$ cat src/rtl/ece_pkg.sv
`timescale 1ns / 1ps

package ece_pkg;

   localparam int FRAC_BITS     = 16;
   localparam int QUO_BITS      = FRAC_BITS + 1;
   localparam int CSR_ADDR_BITS = 2;

   typedef logic [CSR_ADDR_BITS-1:0] csr_addr_type;
   typedef logic [1:0]               mode_type;
   typedef logic [QUO_BITS-1:0]      frac_type;

   // register map
   localparam csr_addr_type REG_START = 2'd0;
   localparam csr_addr_type REG_END   = 2'd1;
   localparam csr_addr_type REG_SPAN  = 2'd2;
   localparam csr_addr_type REG_MODE  = 2'd3;

   // curve modes
   localparam mode_type MODE_LINEAR = 2'd0;
   localparam mode_type MODE_IN     = 2'd1;
   localparam mode_type MODE_OUT    = 2'd2;
   localparam mode_type MODE_INOUT  = 2'd3;

   // Q1.16 constants
   localparam frac_type ONE_Q  = frac_type'(1) << FRAC_BITS;
   localparam frac_type HALF_Q = frac_type'(1) << (FRAC_BITS - 1);

endpackage

$ cat src/rtl/easing_curve_evaluator.sv
`timescale 1ns / 1ps

// Channel  Ports                                      Moves
// req      req_valid / req_ready / req_time_point     one time sample per transaction
// rsp      rsp_valid / rsp_ready / rsp_curve_value    one eased value per transaction
// csr      csr_we / csr_addr / csr_wdata              register write, no wait, no read-back
//
// One transaction per clock sustained while rsp_ready is high.
// The pipeline is the restoring divider (one quotient bit per stage, 16 stages)
// followed by the operand select, square, ease, scale, round and saturate stages.
// Synchronous reset clears all valid bits and loads the register defaults.
// A stage advances when rsp_ready is high or it or any later stage is empty, so bubbles
// squeeze out and requests keep entering while a result waits at the output.

module easing_curve_evaluator import ece_pkg::*; #(
   parameter int VALUE_BITS = 16,
   parameter int TIME_BITS  = 16
) (
   input  logic                          clock,
   input  logic                          reset,

   input  logic                          req_valid,
   output logic                          req_ready,
   input  logic [TIME_BITS-1:0]          req_time_point,

   output logic                          rsp_valid,
   input  logic                          rsp_ready,
   output logic signed [VALUE_BITS-1:0]  rsp_curve_value,

   input  logic                          csr_we,
   input  csr_addr_type                  csr_addr,
   input  logic [((VALUE_BITS > TIME_BITS) ? VALUE_BITS : TIME_BITS)-1:0] csr_wdata
);

   localparam int DIV_STEPS  = FRAC_BITS;
   localparam int ST_OPS     = DIV_STEPS + 1;
   localparam int ST_SQUARE  = DIV_STEPS + 2;
   localparam int ST_EASE    = DIV_STEPS + 3;
   localparam int ST_SCALE   = DIV_STEPS + 4;
   localparam int ST_ROUND   = DIV_STEPS + 5;
   localparam int ST_OUT     = DIV_STEPS + 6;
   localparam int NUM_STAGES = DIV_STEPS + 7;

   localparam int OPB_BITS  = QUO_BITS + 1;
   localparam int SQ_BITS   = QUO_BITS + OPB_BITS;
   localparam int PROD_BITS = VALUE_BITS + QUO_BITS + 2;
   localparam int QR_BITS   = PROD_BITS - FRAC_BITS;
   localparam int SUM_BITS  = QR_BITS + 1;

   localparam logic [OPB_BITS-1:0] ONE_B = OPB_BITS'(1) << FRAC_BITS;
   localparam logic [OPB_BITS-1:0] TWO_B = OPB_BITS'(1) << (FRAC_BITS + 1);
   localparam logic signed [PROD_BITS-1:0] RND_BIAS = PROD_BITS'(1) << (FRAC_BITS - 1);
   localparam logic signed [SUM_BITS-1:0] VMAX =
      (SUM_BITS'(1) << (VALUE_BITS - 1)) - SUM_BITS'(1);
   localparam logic signed [SUM_BITS-1:0] VMIN = ~VMAX;

   // square post-processing
   localparam logic [1:0] K_SHR16 = 2'd0;
   localparam logic [1:0] K_SHR15 = 2'd1;
   localparam logic [1:0] K_SUB15 = 2'd2;

   // ---------------- configuration registers ----------------
   logic signed [VALUE_BITS-1:0] start_ff;
   logic signed [VALUE_BITS-1:0] end_ff;
   logic [TIME_BITS-1:0]         span_ff;
   mode_type                     mode_ff;

   always_ff @(posedge clock) begin
      if (reset) begin
         start_ff <= '0;
         end_ff   <= '0;
         span_ff  <= TIME_BITS'(1);
         mode_ff  <= MODE_INOUT;
      end else if (csr_we) begin
         unique case (csr_addr)
            REG_START: start_ff <= csr_wdata[VALUE_BITS-1:0];
            REG_END:   end_ff   <= csr_wdata[VALUE_BITS-1:0];
            REG_SPAN:  span_ff  <= csr_wdata[TIME_BITS-1:0];
            REG_MODE:  mode_ff  <= csr_wdata[1:0];
         endcase
      end
   end

   logic [TIME_BITS-1:0]        dvs;
   logic signed [VALUE_BITS:0]  delta;

   assign dvs   = (span_ff == '0) ? TIME_BITS'(1) : span_ff;
   assign delta = $signed({end_ff[VALUE_BITS-1], end_ff})
                - $signed({start_ff[VALUE_BITS-1], start_ff});

   // ---------------- valid bits and stage enables ----------------
   logic [NUM_STAGES-1:0] vld_ff;
   logic [NUM_STAGES-1:0] vld_in;
   logic [NUM_STAGES-1:0] stg_en;

   for (genvar i = 0; i < NUM_STAGES; i++) begin : g_en
      // a stage may load if the output drains or it or some later stage has a hole
      assign stg_en[i] = rsp_ready || !(&vld_ff[NUM_STAGES-1:i]);
   end

   always_comb begin
      vld_in[0] = stg_en[0] ? req_valid : vld_ff[0];
      for (int i = 1; i < NUM_STAGES; i++) begin
         vld_in[i] = stg_en[i] ? vld_ff[i-1] : vld_ff[i];
      end
   end

   always_ff @(posedge clock) begin
      if (reset) begin
         vld_ff <= '0;
      end else begin
         vld_ff <= vld_in;
      end
   end

   assign req_ready = stg_en[0];
   assign rsp_valid = vld_ff[NUM_STAGES-1];

   // ---------------- restoring divider: u = (tc << 16) / d ----------------
   logic [TIME_BITS-1:0] rem_ff [0:DIV_STEPS-1];
   frac_type             quo_ff [0:DIV_STEPS];

   // top quotient bit is set only when the time reaches the span (clamp)
   always_ff @(posedge clock) begin
      if (stg_en[0]) begin
         if (req_time_point >= dvs) begin
            rem_ff[0] <= '0;
            quo_ff[0] <= frac_type'(1);
         end else begin
            rem_ff[0] <= req_time_point;
            quo_ff[0] <= '0;
         end
      end
   end

   for (genvar k = 1; k <= DIV_STEPS; k++) begin : g_div
      logic [TIME_BITS:0] dbl;
      logic [TIME_BITS:0] dif;
      logic               fit;

      assign dbl = {rem_ff[k-1], 1'b0};
      assign dif = dbl - {1'b0, dvs};
      assign fit = (dbl >= {1'b0, dvs});

      always_ff @(posedge clock) begin
         if (stg_en[k]) begin
            quo_ff[k] <= {quo_ff[k-1][QUO_BITS-2:0], fit};
         end
      end

      if (k < DIV_STEPS) begin : g_rem
         always_ff @(posedge clock) begin
            if (stg_en[k]) begin
               rem_ff[k] <= fit ? dif[TIME_BITS-1:0] : dbl[TIME_BITS-1:0];
            end
         end
      end
   end

   // ---------------- operand select for the square ----------------
   frac_type             frac_u;
   frac_type             opa_in;
   logic [OPB_BITS-1:0]  opb_in;
   logic [1:0]           kind_in;
   frac_type             opa_ff;
   logic [OPB_BITS-1:0]  opb_ff;
   logic [1:0]           kind_ff;

   assign frac_u = quo_ff[DIV_STEPS];

   always_comb begin
      opa_in  = frac_u;
      opb_in  = {1'b0, frac_u};
      kind_in = K_SHR16;
      unique case (mode_ff)
         MODE_LINEAR: begin
            opb_in = ONE_B;                    // u * 1.0
         end
         MODE_IN: begin
            opb_in = {1'b0, frac_u};
         end
         MODE_OUT: begin
            opb_in = TWO_B - {1'b0, frac_u};   // u * (2 - u)
         end
         MODE_INOUT: begin
            if (frac_u < HALF_Q) begin
               kind_in = K_SHR15;
            end else begin
               opa_in  = ONE_Q - frac_u;       // mirrored half
               opb_in  = {1'b0, ONE_Q - frac_u};
               kind_in = K_SUB15;
            end
         end
      endcase
   end

   always_ff @(posedge clock) begin
      if (stg_en[ST_OPS]) begin
         opa_ff  <= opa_in;
         opb_ff  <= opb_in;
         kind_ff <= kind_in;
      end
   end

   // ---------------- square ----------------
   logic [SQ_BITS-1:0] sq_ff;
   logic [1:0]         sq_kind_ff;

   always_ff @(posedge clock) begin
      if (stg_en[ST_SQUARE]) begin
         sq_ff      <= opa_ff * opb_ff;
         sq_kind_ff <= kind_ff;
      end
   end

   // ---------------- eased fraction ----------------
   frac_type ease_in;
   frac_type ease_ff;

   always_comb begin
      unique case (sq_kind_ff)
         K_SHR16: ease_in = sq_ff[FRAC_BITS +: QUO_BITS];
         K_SHR15: ease_in = sq_ff[FRAC_BITS-1 +: QUO_BITS];
         K_SUB15: ease_in = ONE_Q - sq_ff[FRAC_BITS-1 +: QUO_BITS];
         default: ease_in = sq_ff[FRAC_BITS +: QUO_BITS];
      endcase
   end

   always_ff @(posedge clock) begin
      if (stg_en[ST_EASE]) begin
         ease_ff <= ease_in;
      end
   end

   // ---------------- scale by end - start ----------------
   logic signed [PROD_BITS-1:0] scl_ff;

   always_ff @(posedge clock) begin
      if (stg_en[ST_SCALE]) begin
         scl_ff <= delta * $signed({1'b0, ease_ff});
      end
   end

   // ---------------- round half up ----------------
   logic signed [PROD_BITS-1:0] biased;
   logic signed [QR_BITS-1:0]   qr_ff;

   assign biased = scl_ff + RND_BIAS;

   always_ff @(posedge clock) begin
      if (stg_en[ST_ROUND]) begin
         qr_ff <= $signed(biased[PROD_BITS-1:FRAC_BITS]);  // floor shift
      end
   end

   // ---------------- offset and saturate ----------------
   logic signed [SUM_BITS-1:0]   sum;
   logic signed [SUM_BITS-1:0]   sat;
   logic signed [VALUE_BITS-1:0] rsp_curve_value_ff;

   assign sum = $signed({{(SUM_BITS-VALUE_BITS){start_ff[VALUE_BITS-1]}}, start_ff})
              + $signed({qr_ff[QR_BITS-1], qr_ff});

   always_comb begin
      if (sum > VMAX) begin
         sat = VMAX;
      end else if (sum < VMIN) begin
         sat = VMIN;
      end else begin
         sat = sum;
      end
   end

   always_ff @(posedge clock) begin
      if (stg_en[ST_OUT]) begin
         rsp_curve_value_ff <= sat[VALUE_BITS-1:0];
      end
   end

   assign rsp_curve_value = rsp_curve_value_ff;

endmodule

$ cat config.mk
export PLATFORM = sky130hd
export DESIGN_NAME = easing_curve_evaluator
export DESIGN_NICKNAME = d
export VERILOG_FILES = /design/src/rtl/ece_pkg.sv /design/src/rtl/easing_curve_evaluator.sv
export SDC_FILE = /design/constraint.sdc
export NUM_CORES = 2
export LEC_CHECK = 0
export BUFFER_PORTS_ARGS = -buffer_cell sky130_fd_sc_hd__buf_4
export CAP_MARGIN = 10
export CORE_ASPECT_RATIO = 0.8
export CORE_UTILIZATION = 66
export CTS_BUF_LIST = sky130_fd_sc_hd__clkbuf_16
export DETAILED_ROUTE_END_ITERATION = 8
export PLACE_DENSITY = 0.83
export SYNTH_ARGS = -nofsm -noshare
export SYNTH_HDL_FRONTEND = slang
export SYNTH_SLANG_ARGS = --single-unit
$ cat constraint.sdc
create_clock -name clock -period 10.9 [get_ports clock]
set_clock_uncertainty 0.2 [all_clocks]
set_input_delay 0 -clock clock [delete_from_list [all_inputs] [get_ports clock]]
set_output_delay 0 -clock clock [all_outputs]
set_load 0.02 [all_outputs]
==> flow_summary.yaml <==
sta:
  tightest_slew_ns: 1.107
  whs_ns: 0.02573
  setup_viol: 0
  maxClockFrequency_ghz: 0.1029
  final_hold_viol_count: 0
  slew_headroom_pct: 25.85
  drv_slew: 0
  rsz0062_at_grt: "false"
  finalCriticalPeriod_ns: 9.714
  fin_crit_sh_pct: 89.12
  tns_ns: 0
logic_synthesis:
  ys.flop_type: "edfxtp_1"
  synth_largest_area_cell: "edfxtp_1"
  ys_warn_count: 0
  synth_cell_type_count: 83
  synth_edf_count: 538
  async_reset_ff_share_pct: 0
  synthCells: 5454
  netlist_area_um2: 54660
  synth_seq_cells: 611
  syn_nets: 6500
  synth.avg_cell_area_um2: 10.02
  synth_area_leaders: "edfxtp_1, fa_1, ha_1"
  synth_top_area_share_pct: 29.56
  synth_seq_area_share_pct: 32.23
final_layout:
  drive_above_1_share_pct: 6.610
  stdcell_area_um2: 58980
  regArea_um2: 17620
  finish.net_count: 6544
  num-fill-cells: 5521
  multiInputGateArea_um2: 33750
  area_delta_synth_final_pct: 7.907
clocking:
  cts-resized-gates: 0
  cts_made_buffers: 67
  clockBufferDepth: 3
  cts_root_buf: "clkbuf_16"
  path_clk_slew_ns: 0.07
  cts.htree.levels: 3
  cts_num_sinks: 611
  clock_latency_ns: 0.64
  cts_tree: "done"
floorplanning:
  core_area_um2: 81220
  io_pins: 57
  start_util_pct: 67.30
  fp-row-count: 93
  dieHeight_um: 259.4
  die_area_um2: 83980
  dieWidth_um: 323.7
min_path:
  holdCritPathClass: "primary input to flop"
route:
  ant_nets: 0
  via_per_inst: 6.187
  drc: 0
  vias: 41127
  drtIter0Drc: 4313
  drtPass1Iterations: 7
  wl_mm: 134.7
  wire_per_inst_um: 20.26
global_route:
  grt_use_met1_pct: 43.67
  grt_max_degree: 74
  overflow: 0
  grtUsageTotal_pct: 32.74
  grt_pass1_wl_mm: 217.0
  use_met3_pct: 6.140
  grt_pass1_vias: 41563
  top_usage_layer: "met2"
  use_met2_pct: 52.91
  antenna_found_initial: 5
critical_path:
  critPathTopFamily: "adder cells"
  cp_num_buf_inv: 6
  slowest_delay_ns: 0.82
  cpMaxStageDelayCell: "xor2_2"
  path_max_fanout: 17
  start_kind: "flop"
  arrival_ns: 9.90
  crit_required_ns: 11.09
  worstSetupEndpointType: "flop"
  crit_type: "flop to flop"
run_status:
  status: "finished clean"
placement:
  dpl.hpwl_mm: 95.75
  port-buffer-count: 56
  dpl-instance-area_um2: 56160
  gp_congestion: 0.9342
flow_run:
  max-cap-violations: 0
final cells by class:
class | count | share of cell area, %
antenna | 3 | 0.01273
clock buffer | 68 | 2.885
clock inverter | 55 | 0.8274
inverter | 688 | 4.379
multi-input combinational | 3956 | 57.23
sequential | 611 | 29.87
tap | 1092 | 2.317
timing repair buffer | 174 | 2.478
synthesized netlist by cell type, types with 7 or more instances:
| cell type | n |
|---|---|
| or3_1 | 28 |
| mux2i_1 | 15 |
| nor4_1 | 11 |
| nor2_1 | 235 |
| o21bai_1 | 35 |
| nor2b_1 | 57 |
| clkbuf_1 | 177 |
| nor3_1 | 85 |
| buf_2 | 21 |
| and4_1 | 10 |
| o311ai_0 | 19 |
| a31oi_1 | 43 |
| a211o_1 | 17 |
| or2_2 | 18 |
| nand4_1 | 39 |
| o21a_1 | 21 |
| a211oi_1 | 15 |
| and3_1 | 59 |
| xnor2_1 | 160 |
| and2_1 | 162 |
| a21o_1 | 170 |
| nor3b_1 | 7 |
| inv_1 | 684 |
| dfxtp_1 | 73 |
| a2111oi_0 | 23 |
| a21boi_0 | 38 |
| o21ai_0 | 222 |
| mux2_4 | 7 |
| edfxtp_1 | 538 |
| a21oi_1 | 296 |
| fa_1 | 476 |
| nand2_1 | 676 |
| xor2_1 | 123 |
| nand3_1 | 89 |
| ha_1 | 531 |
| nand2b_1 | 38 |
| o31ai_1 | 20 |
| mux2_2 | 99 |
logic make-up after synthesis:
logic type / count (synthesis) / share of synthesized area [%]
xor+xnor: 283 / 4.535
compound gates: 1010 / 11.82
fa+ha+maj: 1007 / 29.59
simple gates: 1532 / 13.10
buf+inv: 887 / 6.153
mux: 124 / 2.568
flops: 611 / 32.23
worst paths after layout:
kind / start / endpoint / slack, ns / cells past startpoint
max: end_ff[0]$_SDFFE_PP0P_ / scl_ff[31]$_DFFE_PP_ / 1.19 / 33
min: csr_wdata[15] / span_ff[15]$_SDFFE_PP0P_ / 0.03 / 4
max reg2reg: end_ff[0]$_SDFFE_PP0P_ / scl_ff[31]$_DFFE_PP_ / 1.19 / 33
min reg2reg: quo_ff[0][240]$_DFFE_PP_ / quo_ff[0][258]$_DFFE_PP_ / 0.21 / 0
placed cells by master (no fill, tap or decap), types with 89 or more instances in the layout:
cell,netlist,layout
fa_1,476,476
a21o_1,170,170
xnor2_1,160,159
nand3_1,89,89
nor2_1,235,232
xor2_1,123,122
ha_1,531,531
nand2_1,676,676
a21oi_1,296,296
o21ai_0,222,222
and2_1,162,162
buf_4,0,112
edfxtp_1,538,538
inv_1,684,697
mux2_2,99,99
sequential cells by signal (all words and copies together) (netlist names), 16 cells and up:
name and count:
rsp_curve_value 16, ease_ff 17, quo_ff 153, scl_ff 20, span_ff 16, vld_ff 23
qr_ff 19, opb_ff 18, rem_ff 256, sq_ff 18, start_ff 16, end_ff 16
opa_ff 17
layer usage:
layer	up-vias	routed length (µm)
met1	19958	53150
met5	-	13
met4	2	5701
met3	429	12840
li1	18696	-
met2	2042	62990
worst min-delay path, cell delays in order:
cell           delay [ns]
dlygate4sd3_1        0.54
buf_4                0.16
nand2_1              0.06
a21oi_1              0.05
repair_timing:
| item | 4_1_cts | 5_1_grt |
|---|---|---|
| hold buffers | 62 | 0 |
| hold endpoints to repair | 89 | 0 |
| setup buffers | 0 | 0 |
| endpoints found under the setup margin | 0 | 0 |
per-stage QoR:
step	setup WS, ns	std cells	utilization [%]
after floorplan	2.360	5454	-
after global placement	1.656	6459	69.15
after detailed placement	1.409	6459	69.15
after CTS	1.398	6644	72.61
after global routing	0.7760	6644	72.61
final	1.186	6647	72.62
Power is left out: the tool's default activity adds up to more than one toggle a clock period on the data nets, which glitch-free logic cannot reach.
